### config.mk
export PLATFORM = sky130hd
export DESIGN_NAME = key_press_classifier_unit
export DESIGN_NICKNAME = d
export VERILOG_FILES = /design/src/hdl/kpc_pkg.sv /design/src/hdl/key_press_classifier_unit.sv /design/src/hdl/kpc_state_mem.sv /design/src/hdl/kpc_step.sv
export SDC_FILE = /design/constraint.sdc
export NUM_CORES = 1
export LEC_CHECK = 0
export ABC_CLOCK_PERIOD_IN_PS = 17000
export BUFFER_PORTS_ARGS = -buffer_cell sky130_fd_sc_hd__buf_2
export CAP_MARGIN = 20
export CORE_AREA = 2 2 352 249
export CTS_BUF_LIST = sky130_fd_sc_hd__clkbuf_4
export DETAILED_ROUTE_END_ITERATION = 10
export DIE_AREA = 0 0 354 251
export HOLD_SLACK_MARGIN = 0.03
export PLACE_DENSITY = 0.69
export SKIP_CTS_REPAIR_TIMING = 1
export SLEW_MARGIN = 15
export SYNTH_ARGS = -nofsm -noshare
export SYNTH_HDL_FRONTEND = slang
export SYNTH_SLANG_ARGS = --single-unit
### constraint.sdc
create_clock -name clk_i -period 17 [get_ports clk_i]
set_input_delay 1.7 -clock clk_i [delete_from_list [all_inputs] [get_ports clk_i]]
set_output_delay 1.7 -clock clk_i [all_outputs]
set_load 0.03 [all_outputs]
### src/hdl/kpc_pkg.sv
// Shared types, codes and constants of the key press classifier.
`default_nettype none

package kpc_pkg;

  // Number of keys tracked; the key index field is fixed at two bits.
  localparam int unsigned NUM_KEYS  = 4;
  localparam int unsigned KEY_W     = 2;
  localparam int unsigned STAMP_W   = 32;
  localparam int unsigned MS_W      = 16;
  localparam int unsigned CFG_IDX_W = 3;
  localparam int unsigned IN_DATA_W  = 40;
  localparam int unsigned OUT_DATA_W = 8;

  typedef enum logic [2:0] {
    ST_IDLE     = 3'd0,
    ST_DEBOUNCE = 3'd1,
    ST_PRESSED  = 3'd2,
    ST_LONG     = 3'd3,
    ST_WAIT     = 3'd4
  } kpc_state_e;

  typedef enum logic [2:0] {
    EV_NONE    = 3'd0,
    EV_PRESS   = 3'd1,
    EV_RELEASE = 3'd2,
    EV_LONG    = 3'd3,
    EV_REPEAT  = 3'd4,
    EV_SHORT   = 3'd5,
    EV_DOUBLE  = 3'd6
  } kpc_event_e;

  typedef enum logic [CFG_IDX_W-1:0] {
    CFG_DEBOUNCE  = 3'd0,
    CFG_SHORT     = 3'd1,
    CFG_LONG      = 3'd2,
    CFG_REPEAT    = 3'd3,
    CFG_DOUBLE    = 3'd4,
    CFG_PRESS_LVL = 3'd5
  } kpc_cfg_idx_e;

  typedef struct packed {
    logic [MS_W-1:0] debounce_ms;
    logic [MS_W-1:0] short_press_ms;
    logic [MS_W-1:0] long_press_ms;
    logic [MS_W-1:0] repeat_ms;
    logic [MS_W-1:0] double_click_ms;
    logic            pressed_level;
  } kpc_cfg_t;

  // One key's record as held in the state memory.
  typedef struct packed {
    kpc_state_e         state;
    logic               prev_level;
    logic [STAMP_W-1:0] press_stamp;
    logic [STAMP_W-1:0] release_stamp;
    logic [STAMP_W-1:0] event_stamp;
    logic               long_reported;
  } kpc_entry_t;

  localparam kpc_entry_t ENTRY_RESET = '{
    state:         ST_IDLE,
    prev_level:    1'b1,
    press_stamp:   '0,
    release_stamp: '0,
    event_stamp:   '0,
    long_reported: 1'b0
  };

  localparam kpc_cfg_t CFG_RESET = '{
    debounce_ms:     16'd20,
    short_press_ms:  16'd50,
    long_press_ms:   16'd1000,
    repeat_ms:       16'd200,
    double_click_ms: 16'd300,
    pressed_level:   1'b0
  };

endpackage

`default_nettype wire

### src/hdl/key_press_classifier_unit.sv
// Top level of the key press classifier: stream ports, config and pipeline.
`default_nettype none

// Key press classifier. Each input beat is one scan sample of one key
// (index, pin level, millisecond timestamp); each sample yields exactly one
// output beat carrying the key index, an event code (none, press, release,
// long, repeat, short, double) and the pressed flag.
// Per-key state lives in a small synchronous memory. The accepting edge
// issues the read; when the update stage advances, the record is updated
// and written back while the result is loaded into the output register. A
// key on the very next beat is served from the forwarded write data.
// The sample is registered in the update stage and its result in the
// output register before the output handshake. The block sustains one
// beat per cycle while the receiver accepts, set by the single
// read-modify-write pass through the state memory.
// Reset returns every key to idle with the released level as its previous
// level, zero timestamps, and loads the default thresholds. When the
// receiver stalls, the output register holds its beat, the update stage
// holds one more sample, and then tready drops until the output drains.
// Thresholds are to be written through the plain write port while idle; the block does not enforce it.

module key_press_classifier_unit (
  input  wire logic                               clk_i,
  input  wire logic                               rst_ni,
  // Configuration write port.
  input  wire logic                               cfg_we_i,
  input  wire logic [kpc_pkg::CFG_IDX_W-1:0]      cfg_index_i,
  input  wire logic [kpc_pkg::MS_W-1:0]           cfg_data_i,
  // Scan samples.
  input  wire logic                               s_axis_tvalid_i,
  output logic                                    s_axis_tready_o,
  // tdata: [1:0] key_index, [2] pin_level, [34:3] now_ms, [39:35] zero.
  input  wire logic [kpc_pkg::IN_DATA_W-1:0]      s_axis_tdata_i,
  // Classified events.
  output logic                                    m_axis_tvalid_o,
  input  wire logic                               m_axis_tready_i,
  // tdata: [1:0] key_out, [4:2] event_code, [5] is_pressed, [7:6] zero.
  output logic [kpc_pkg::OUT_DATA_W-1:0]          m_axis_tdata_o
);

  kpc_pkg::kpc_cfg_t cfg_q;

  logic                              s1_valid_q;
  logic [kpc_pkg::KEY_W-1:0]         s1_key_q;
  logic                              s1_lvl_q;
  logic [kpc_pkg::STAMP_W-1:0]       s1_now_q;

  logic                              out_valid_q;
  logic [kpc_pkg::OUT_DATA_W-1:0]    out_data_q;
  logic [kpc_pkg::OUT_DATA_W-1:0]    out_data_d;

  logic                              in_fire;
  logic                              s1_adv;
  logic                              s1_in_range;
  logic                              wr_en;

  kpc_pkg::kpc_entry_t               cur_entry;
  kpc_pkg::kpc_entry_t               nxt_entry;
  kpc_pkg::kpc_event_e               step_ev;
  kpc_pkg::kpc_event_e               ev_out;
  logic                              down;

  // Configuration registers; writes to unlisted indexes are dropped.
  always_ff @(posedge clk_i or negedge rst_ni) begin
    if (!rst_ni) begin
      cfg_q <= kpc_pkg::CFG_RESET;
    end else if (cfg_we_i) begin
      case (kpc_pkg::kpc_cfg_idx_e'(cfg_index_i))
        kpc_pkg::CFG_DEBOUNCE:  cfg_q.debounce_ms     <= cfg_data_i;
        kpc_pkg::CFG_SHORT:     cfg_q.short_press_ms  <= cfg_data_i;
        kpc_pkg::CFG_LONG:      cfg_q.long_press_ms   <= cfg_data_i;
        kpc_pkg::CFG_REPEAT:    cfg_q.repeat_ms       <= cfg_data_i;
        kpc_pkg::CFG_DOUBLE:    cfg_q.double_click_ms <= cfg_data_i;
        kpc_pkg::CFG_PRESS_LVL: cfg_q.pressed_level   <= cfg_data_i[0];
        default: begin
        end
      endcase
    end
  end

  // The update stage moves on when the output register is free or draining.
  assign s1_adv          = s1_valid_q && (!out_valid_q || m_axis_tready_i);
  assign s_axis_tready_o = !s1_valid_q || s1_adv;
  assign in_fire         = s_axis_tvalid_i && s_axis_tready_o;

  assign s1_in_range = ({1'b0, s1_key_q} < kpc_pkg::NUM_KEYS[kpc_pkg::KEY_W:0]);
  assign wr_en       = s1_adv && s1_in_range;

  kpc_state_mem u_state_mem (
    .clk_i     (clk_i),
    .rst_ni    (rst_ni),
    .rd_en_i   (in_fire),
    .rd_key_i  (s_axis_tdata_i[kpc_pkg::KEY_W-1:0]),
    .wr_en_i   (wr_en),
    .wr_key_i  (s1_key_q),
    .wr_data_i (nxt_entry),
    .rd_data_o (cur_entry)
  );

  kpc_step u_step (
    .cfg_i  (cfg_q),
    .cur_i  (cur_entry),
    .lvl_i  (s1_lvl_q),
    .now_i  (s1_now_q),
    .nxt_o  (nxt_entry),
    .ev_o   (step_ev),
    .down_o (down)
  );

  assign ev_out     = s1_in_range ? step_ev : kpc_pkg::EV_NONE;
  assign out_data_d = {2'b00, down, ev_out, s1_key_q};

  always_ff @(posedge clk_i) begin
    if (in_fire) begin
      s1_key_q <= s_axis_tdata_i[kpc_pkg::KEY_W-1:0];
      s1_lvl_q <= s_axis_tdata_i[kpc_pkg::KEY_W];
      s1_now_q <= s_axis_tdata_i[kpc_pkg::KEY_W+kpc_pkg::STAMP_W:kpc_pkg::KEY_W+1];
    end
    if (s1_adv) begin
      out_data_q <= out_data_d;
    end
  end

  always_ff @(posedge clk_i or negedge rst_ni) begin
    if (!rst_ni) begin
      s1_valid_q  <= 1'b0;
      out_valid_q <= 1'b0;
    end else begin
      if (in_fire) begin
        s1_valid_q <= 1'b1;
      end else if (s1_adv) begin
        s1_valid_q <= 1'b0;
      end
      if (s1_adv) begin
        out_valid_q <= 1'b1;
      end else if (m_axis_tready_i) begin
        out_valid_q <= 1'b0;
      end
    end
  end

  assign m_axis_tvalid_o = out_valid_q;
  assign m_axis_tdata_o  = out_data_q;

endmodule

`default_nettype wire

### src/hdl/kpc_state_mem.sv
// Per-key state memory with valid bits and write-to-read forwarding.
`default_nettype none

module kpc_state_mem (
  input  wire logic                       clk_i,
  input  wire logic                       rst_ni,
  input  wire logic                       rd_en_i,
  input  wire logic [kpc_pkg::KEY_W-1:0]  rd_key_i,
  input  wire logic                       wr_en_i,
  input  wire logic [kpc_pkg::KEY_W-1:0]  wr_key_i,
  input  wire kpc_pkg::kpc_entry_t        wr_data_i,
  output kpc_pkg::kpc_entry_t             rd_data_o
);

  kpc_pkg::kpc_entry_t mem_q [kpc_pkg::NUM_KEYS];
  kpc_pkg::kpc_entry_t rd_data_q;
  kpc_pkg::kpc_entry_t fwd_data_q;
  logic [kpc_pkg::NUM_KEYS-1:0] valid_q;
  logic rd_vld_q;
  logic fwd_hit_q;
  logic fwd_hit_d;

  // A read issued in the same cycle as a write to the same key would see
  // stale data, so the written record is captured and used instead.
  assign fwd_hit_d = wr_en_i && (wr_key_i == rd_key_i);

  always_ff @(posedge clk_i) begin
    if (wr_en_i) begin
      mem_q[wr_key_i] <= wr_data_i;
    end
    if (rd_en_i) begin
      rd_data_q  <= mem_q[rd_key_i];
      fwd_data_q <= wr_data_i;
    end
  end

  always_ff @(posedge clk_i or negedge rst_ni) begin
    if (!rst_ni) begin
      valid_q   <= '0;
      rd_vld_q  <= 1'b0;
      fwd_hit_q <= 1'b0;
    end else begin
      if (wr_en_i) begin
        valid_q[wr_key_i] <= 1'b1;
      end
      if (rd_en_i) begin
        rd_vld_q  <= valid_q[rd_key_i];
        fwd_hit_q <= fwd_hit_d;
      end
    end
  end

  always_comb begin
    if (fwd_hit_q) begin
      rd_data_o = fwd_data_q;
    end else if (rd_vld_q) begin
      rd_data_o = rd_data_q;
    end else begin
      rd_data_o = kpc_pkg::ENTRY_RESET;
    end
  end

endmodule

`default_nettype wire

### src/hdl/kpc_step.sv
// Next-state and event logic for one key sample.
`default_nettype none

module kpc_step (
  input  wire kpc_pkg::kpc_cfg_t                 cfg_i,
  input  wire kpc_pkg::kpc_entry_t               cur_i,
  input  wire logic                              lvl_i,
  input  wire logic [kpc_pkg::STAMP_W-1:0]       now_i,
  output kpc_pkg::kpc_entry_t                    nxt_o,
  output kpc_pkg::kpc_event_e                    ev_o,
  output logic                                   down_o
);

  logic rise;
  logic [kpc_pkg::STAMP_W-1:0] since_press;
  logic [kpc_pkg::STAMP_W-1:0] since_release;
  logic [kpc_pkg::STAMP_W-1:0] since_event;
  logic [kpc_pkg::STAMP_W-1:0] deb_lim;
  logic [kpc_pkg::STAMP_W-1:0] short_lim;
  logic [kpc_pkg::STAMP_W-1:0] long_lim;
  logic [kpc_pkg::STAMP_W-1:0] rep_lim;
  logic [kpc_pkg::STAMP_W-1:0] dbl_lim;

  assign down_o = (lvl_i == cfg_i.pressed_level);
  assign rise   = down_o && (cur_i.prev_level != cfg_i.pressed_level);

  // Differences wrap modulo 2^32 so the timestamp may roll over.
  assign since_press   = now_i - cur_i.press_stamp;
  assign since_release = now_i - cur_i.release_stamp;
  assign since_event   = now_i - cur_i.event_stamp;

  assign deb_lim   = {16'd0, cfg_i.debounce_ms};
  assign short_lim = {16'd0, cfg_i.short_press_ms};
  assign long_lim  = {16'd0, cfg_i.long_press_ms};
  assign rep_lim   = {16'd0, cfg_i.repeat_ms};
  assign dbl_lim   = {16'd0, cfg_i.double_click_ms};

  always_comb begin
    nxt_o = cur_i;
    ev_o  = kpc_pkg::EV_NONE;
    case (cur_i.state)
      kpc_pkg::ST_IDLE: begin
        if (rise) begin
          nxt_o.state       = kpc_pkg::ST_DEBOUNCE;
          nxt_o.press_stamp = now_i;
        end
      end
      kpc_pkg::ST_DEBOUNCE: begin
        if (down_o) begin
          if (since_press >= deb_lim) begin
            nxt_o.state         = kpc_pkg::ST_PRESSED;
            nxt_o.long_reported = 1'b0;
            ev_o                = kpc_pkg::EV_PRESS;
          end
        end else begin
          nxt_o.state = kpc_pkg::ST_IDLE;
        end
      end
      kpc_pkg::ST_PRESSED: begin
        if (!down_o) begin
          nxt_o.release_stamp = now_i;
          ev_o                = kpc_pkg::EV_RELEASE;
          if ((since_press >= short_lim) && (since_press < long_lim)) begin
            nxt_o.event_stamp = now_i;
            nxt_o.state       = kpc_pkg::ST_WAIT;
          end else begin
            nxt_o.state = kpc_pkg::ST_IDLE;
          end
        end else if (!cur_i.long_reported && (since_press >= long_lim)) begin
          nxt_o.long_reported = 1'b1;
          nxt_o.state         = kpc_pkg::ST_LONG;
          nxt_o.event_stamp   = now_i;
          ev_o                = kpc_pkg::EV_LONG;
        end
      end
      kpc_pkg::ST_LONG: begin
        if (!down_o) begin
          nxt_o.state = kpc_pkg::ST_IDLE;
          ev_o        = kpc_pkg::EV_RELEASE;
        end else if (since_event >= rep_lim) begin
          nxt_o.event_stamp = now_i;
          ev_o              = kpc_pkg::EV_REPEAT;
        end
      end
      kpc_pkg::ST_WAIT: begin
        if (rise) begin
          ev_o              = (since_release <= dbl_lim) ? kpc_pkg::EV_DOUBLE
                                                         : kpc_pkg::EV_SHORT;
          nxt_o.state       = kpc_pkg::ST_DEBOUNCE;
          nxt_o.press_stamp = now_i;
        end else if (since_release > dbl_lim) begin
          ev_o        = kpc_pkg::EV_SHORT;
          nxt_o.state = kpc_pkg::ST_IDLE;
        end
      end
      default: begin
        nxt_o.state = kpc_pkg::ST_IDLE;
      end
    endcase
    nxt_o.prev_level = lvl_i;
  end

endmodule

`default_nettype wire
# --- Yosys cells after proc, flatten, opt, wreduce, memory -nomap -nowiden ---
# Memory sizes are Yosys's and may differ from the RTL's. A register that Yosys moved wholly into a read port is not among the register bits.
# Index checks and enable logic that the tools add are counted.
totals:
  regBits: 231
  ramBits: 404
  output_inout_bits: 10
  wordCells: 117
  memories: 1
classes:
  add_sub_neg: 3
  n_lt_le_gt_ge: 10
  n_eq_ne: 12
  mux: 46
  bitwise: 1
  n_reduce_logical: 23
mem_list:
  columns: ["name", "words", "word_bits", "rd", "rd_clocked_by_memory_dff", "wr", "line_no", "text"]
  rows:
  - ["u_state_mem.mem_q", 4, 101, 1, 1, 1, "kpc_state_mem.sv:15", "kpc_pkg::kpc_entry_t mem_q [kpc_pkg::NUM_KEYS];"]
op_table:
  columns: ["cell", "count"]
  rows:
  - ["$mux W32", 8]
  - ["$mux W101", 2]
  - ["$ge A32 B16 Y1", 4]
  - ["$sub A32 B32 Y32", 3]
  - ["$pmux W32 S2", 1]
  - ["$mux W3", 14]
  - ["$mux W33", 1]
  - ["$gt A32 B16 Y1", 1]
  - ["$le A32 B16 Y1", 1]
  - ["$lt A32 B16 Y1", 1]
  - ["$pmux W3 S5", 1]
  - ["$eq A3 B2 Y1 const B", 4]
  - ["$mux W1", 12]
  - ["$pmux W3 S4", 1]
  - ["$reduce_and A2 Y1", 6]
  - ["$eq A3 B3 Y1 const B", 3]
  - ["$logic_and A1 B1 Y1", 7]
  - ["$eq A3 B1 Y1 const B", 2]
  - ["$logic_not A3 Y1", 2]
  - ["$lt A2 B3 Y1 const B", 2]
  - ["$mux W2", 3]
  - ["$or A4 B4 Y4", 1]
  - ["$reduce_bool A2 Y1", 2]
  - ["$logic_not A1 Y1", 3]
  - ["other kinds (9)", 10]

# --- Logic depth before layout (Yosys ltp) ---
depth:
  ltp_word: 8
  depth_mapped: 33
  depth_no_buf: 26

# --- Hierarchy ---
# A second synthesis with hierarchy kept.
unflattened:
  hier_cells: 2548
  hier_area_um2: 36095.9
modules_own_cells:
  columns: ["mod", "instances", "cells_per_inst", "area_per_inst_um2", "seq_area_each_um2"]
  rows:
  - ["kpc_state_mem", 1, 884, 21941.0, 18347.6]
  - ["kpc_step", 1, 1436, 9628.0, 0.0]
  - ["key_press_classifier_unit", 1, 228, 4526.8, 3330.7]

# --- Worst setup path after synthesis ---
# No wires, ideal clock.
synth_path:
  kind: "input-to-reg"
  from: "input port m_axis_tready_i"
  to: "register u_state_mem.valid_q[0] (netlist name)"
  arrival_ns: 9.436
  required_ns: 16.892
  slack_ns: 7.455
  cell_stages: 4
  path_buffers: 0
  path_cell_list: "nand2b_1 > nand2_1 > nor3_1 > or2_2"
synth_via:
  elab_chain_cells: 2
synth_rtl:
  columns: ["element", "line_no", "text"]
  rows:
  - ["start: declaration", "key_press_classifier_unit.sv:36", "input wire logic m_axis_tready_i,"]
  - ["$logic_or A1 B1 Y1", "key_press_classifier_unit.sv:82", "assign s1_adv = s1_valid_q && (!out_valid_q || m_axis_tready_i);"]
  - ["$logic_and A1 B1 Y1", "key_press_classifier_unit.sv:82", null]
  - ["end signal: assignment", "kpc_state_mem.sv:39", "valid_q <= '0;"]
  - ["end signal: indexed assignment", "kpc_state_mem.sv:44", "valid_q[wr_key_i] <= 1'b1;"]
  - ["end: declaration", "kpc_state_mem.sv:18", "logic [kpc_pkg::NUM_KEYS-1:0] valid_q;"]
# Every way passes these cells.
# A chain may end at the register's enable or synchronous reset.

==> results.md <==
* Comb power frac at 24.7%
* Clk_lat worst skew at 1150 ps
* Setup crit end kind: flop
* Synth warn at 0
* Yosys top cell area share at 54.5%
* Final Power at 5080 uW
* Root Buffer: clkbuf_4
* Syn_area_per_cell at 13.6 um2
* Clock Sinks at 736
* I/O Pins at 74
* Final Cycle Share at 54.9%
* Unrepaired setup endpoints after global routing: false
* Residual DRC at 0
* Post-Place Setup Slack at 7840 ps
* Leading area contributor after synthesis: edfxtp_1
* PortBufs at 66
* Skew final at 110 ps
* Max-slew violations at 0
* Rows at 90
* TritonCTS Buffers at 174
* Drt pass-1 iters at 6
* Critical R2R Capture: u_state_mem.mem_q[2][20]
* Fin crit period at 9330 ps
* Cells after synthesis at 2,623
* WL/cell at 23.3 um
* Leak at 0.0149 uW
* H-tree depth at 4
* Final setup TNS at 0 ps
* Initial Util at 41.7%
* FF-to-FF Start: u_state_mem.fwd_hit_q
* MaxCap Viol Count at 0
* CTS Buffer Depth at 3
* Max-slew headroom at 27.1%
* PD cells at 128 mW/mm2
* Vias at 23,700
* Die span in x at 354 um
* Die area at 0.0889 mm2
* Hold endpoint: u_state_mem.valid_q[1]
* Global-route wire length before repair at 143,000 um
* Clock Pin Slew Worst Setup and Hold Paths at 70 ps
* Async set-reset flop share out of synthesis at 12.1%
* Post-DRT Antenna Nets at 0
* Post-synthesis sequential area ratio at 60.8%
* Initial drt markers at 2,587
* CP max FO at 61
* Final hold vios at 0
* Largest net degree at the start of global routing at 119
* Hold Path Depth at 1
* Detailed Route WL at 94,700 um
* Internal Power at 3490 uW
* DP Cell Count at 3,750
* Vias in the first global route at 23,700
* Core area at 0.0856 mm2
* Vias per inst at 5.83
* FF-to-FF setup slack at 7670 ps
* Worst min-delay path class: reg -> reg
* Finished Layout Cells at 4,068
* Final core occ at 46.3%
* Nets at 3,004
* Yosys reg bits at 736
* Final worst slack at 7670 ps
* P_sw at 1590 uW
* Netlist cell types at 101
* Share of post-route cells with drive strength above 1 at 19.5%
* Status: complete, no violations
* Critical path arrival at 10,160 ps
* Flop pwr share at 44.9%
* Critical Path Source Type: flop
* Clock Power Share at 30.4%
* RePlAce Congestion at 0.948
* TritonCTS clock tree: yes
* Largest cells by area after synthesis: edfxtp_1, mux4_2, ha_1
* R2R depth at 27
* CP Data Required Time at 17,830 ps
* Post-Syn Area at 0.0357 mm2
* Max Fclk at 0.107 GHz
* Initial antenna violation count at 3
* Die span in y at 251 um
* Dpl hpwl at 62,900 um
* Area grow syn2layout at 11.2%
* VDD IR max at 71.6 uV
* Switch share at 31.3%
* All-Layer GR Usage at 21.3%
* Crit Path Class: reg -> reg
* Most common cell in the synthesized netlist: edfxtp_1
* Setup violations, final at 0
* Global route overflow at 0
* Slew at the pin closest to its max-slew limit at 1090 ps
* Main synth FF type: edfxtp_1
* Top cells by count, synth: edfxtp_1, nand2_1, a21oi_1
* HP Start: u_state_mem.valid_q[1]
* Post-synth EDFFs at 647
worst max path at each step:
stage	slack [ps]	from	end	cells past startpoint
final	7670	u_state_mem.fwd_hit_q	u_state_mem.mem_q[2][20]	27
after global routing	7380	u_state_mem.fwd_hit_q	u_state_mem.mem_q[3][20]	27
after CTS	7800	u_state_mem.fwd_hit_q	u_state_mem.mem_q[3][20]	25
after detailed placement	7840	u_state_mem.fwd_hit_q	u_state_mem.mem_q[0][20]	25
after global placement	8060	u_state_mem.fwd_hit_q	u_state_mem.mem_q[2][32]	27
after floorplan	7460	m_axis_tready_i	u_state_mem.valid_q[0]	4
per-layer routing:
metal	up-vias	share of wire (%)	track usage [%]
met2	1014	43	31.0
met1	11900	47	32.0
li1	10600	-	-
met4	0	1.9	6.80
met5	-	0	0
met3	134	8.2	4.44
power groups by stage:
stage / logic, uW / registers, uW / clock network (uW)
global placement: 1190 / 2310 / 0
floorplan: 877 / 2300 / 0
global route: 1380 / 2290 / 1670
CTS: 1240 / 2280 / 1580
detailed placement: 1240 / 2320 / 0
finish: 1260 / 2280 / 1540
area by class of cell:
class,count,area [um2]
Timing Repair Buffer,97,574
Clock buffer,250,1880
Sequential cell,736,21700
Fill cell,7625,45900
Clock inverter,57,500
Inverter,142,541
Antenna cell,11,27.5
Multi-Input combinational cell,1625,13000
Tap cell,1150,1440
flip-flops by register name, indices dropped and copies added, names as in the netlist:
register,cells
m_axis_tdata_o,6
s1_valid_q,1
cfg_q,81
u_state_mem.valid_q,4
u_state_mem.mem_q,404
m_axis_tvalid_o,1
s1_key_q,2
s1_now_q,32
u_state_mem.fwd_hit_q,1
u_state_mem.rd_vld_q,1
u_state_mem.fwd_data_q,101
s1_lvl_q,1
u_state_mem.rd_data_q,101
worst max-delay path, cell delays in order, from the launching register on:
cell,delay [ps]
dfrtp_4,710
nor2b_4,470
buf_4,610
buf_4,550
a22oi_1,180
ha_1,410
nand2_1,90
o21ai_0,110
o21ai_0,170
nand2b_1,70
a21oi_1,260
o21ai_0,210
a21o_1,220
a21oi_1,180
xnor2_1,90
ha_1,220
a221o_1,260
a211o_1,270
a2111o_1,340
nor4_1,310
o211ai_1,180
nor4_1,230
o2111ai_1,200
nor4_2,780
a211oi_1,300
a211oi_4,220
buf_4,660
mux2i_1,550
metrics by stage:
stage	hold slack, ps	area, um2
after floorplan	434	35700
after global placement	446	37300
after detailed placement	451	37300
after CTS	443	39600
after global routing	477	39700
final	472	39700
kinds of logic (layout without fill, tap and decap cells):
logic type / count (synthesis) / in the layout / share of synthesized area, %
xor gates and xnor gates: 67 / 67 / 1.65
adders and majority gates: 175 / 175 / 6.11
buffers and inverters: 263 / 546 / 2.96
AOI/OAI and AO/OA: 619 / 619 / 11.6
muxes: 169 / 169 / 8.43
other: 1 / 13 / 0.0105
DFF: 736 / 736 / 60.8
and+or+nand+nor: 593 / 593 / 8.51
cell usage in the layout (no fill, tap or decap), drive strengths merged, types with 10 or more instances in the layout:
master	n
buf	97
a21oi	171
nand2b	25
clkbuf	250
a21o	49
a2111oi	16
o21bai	10
dfstp	18
mux2i	37
diode	11
nor2	138
nand3	36
maj3	11
inv	146
nor3	25
nor4	12
o21a	14
nor2b	18
o21ai	127
nand4	46
and2	21
xor2	27
edfxtp	647
ha	162
a22oi	83
dfrtp	71
and3b	14
a211oi	16
clkinv	42
o211ai	16
mux2	30
o2111ai	11
and3	15
or3	13
mux4	102
xnor2	40
nand2	174
or2	10
a31oi	22
Note: power is estimated with default switching activity, not from simulation.
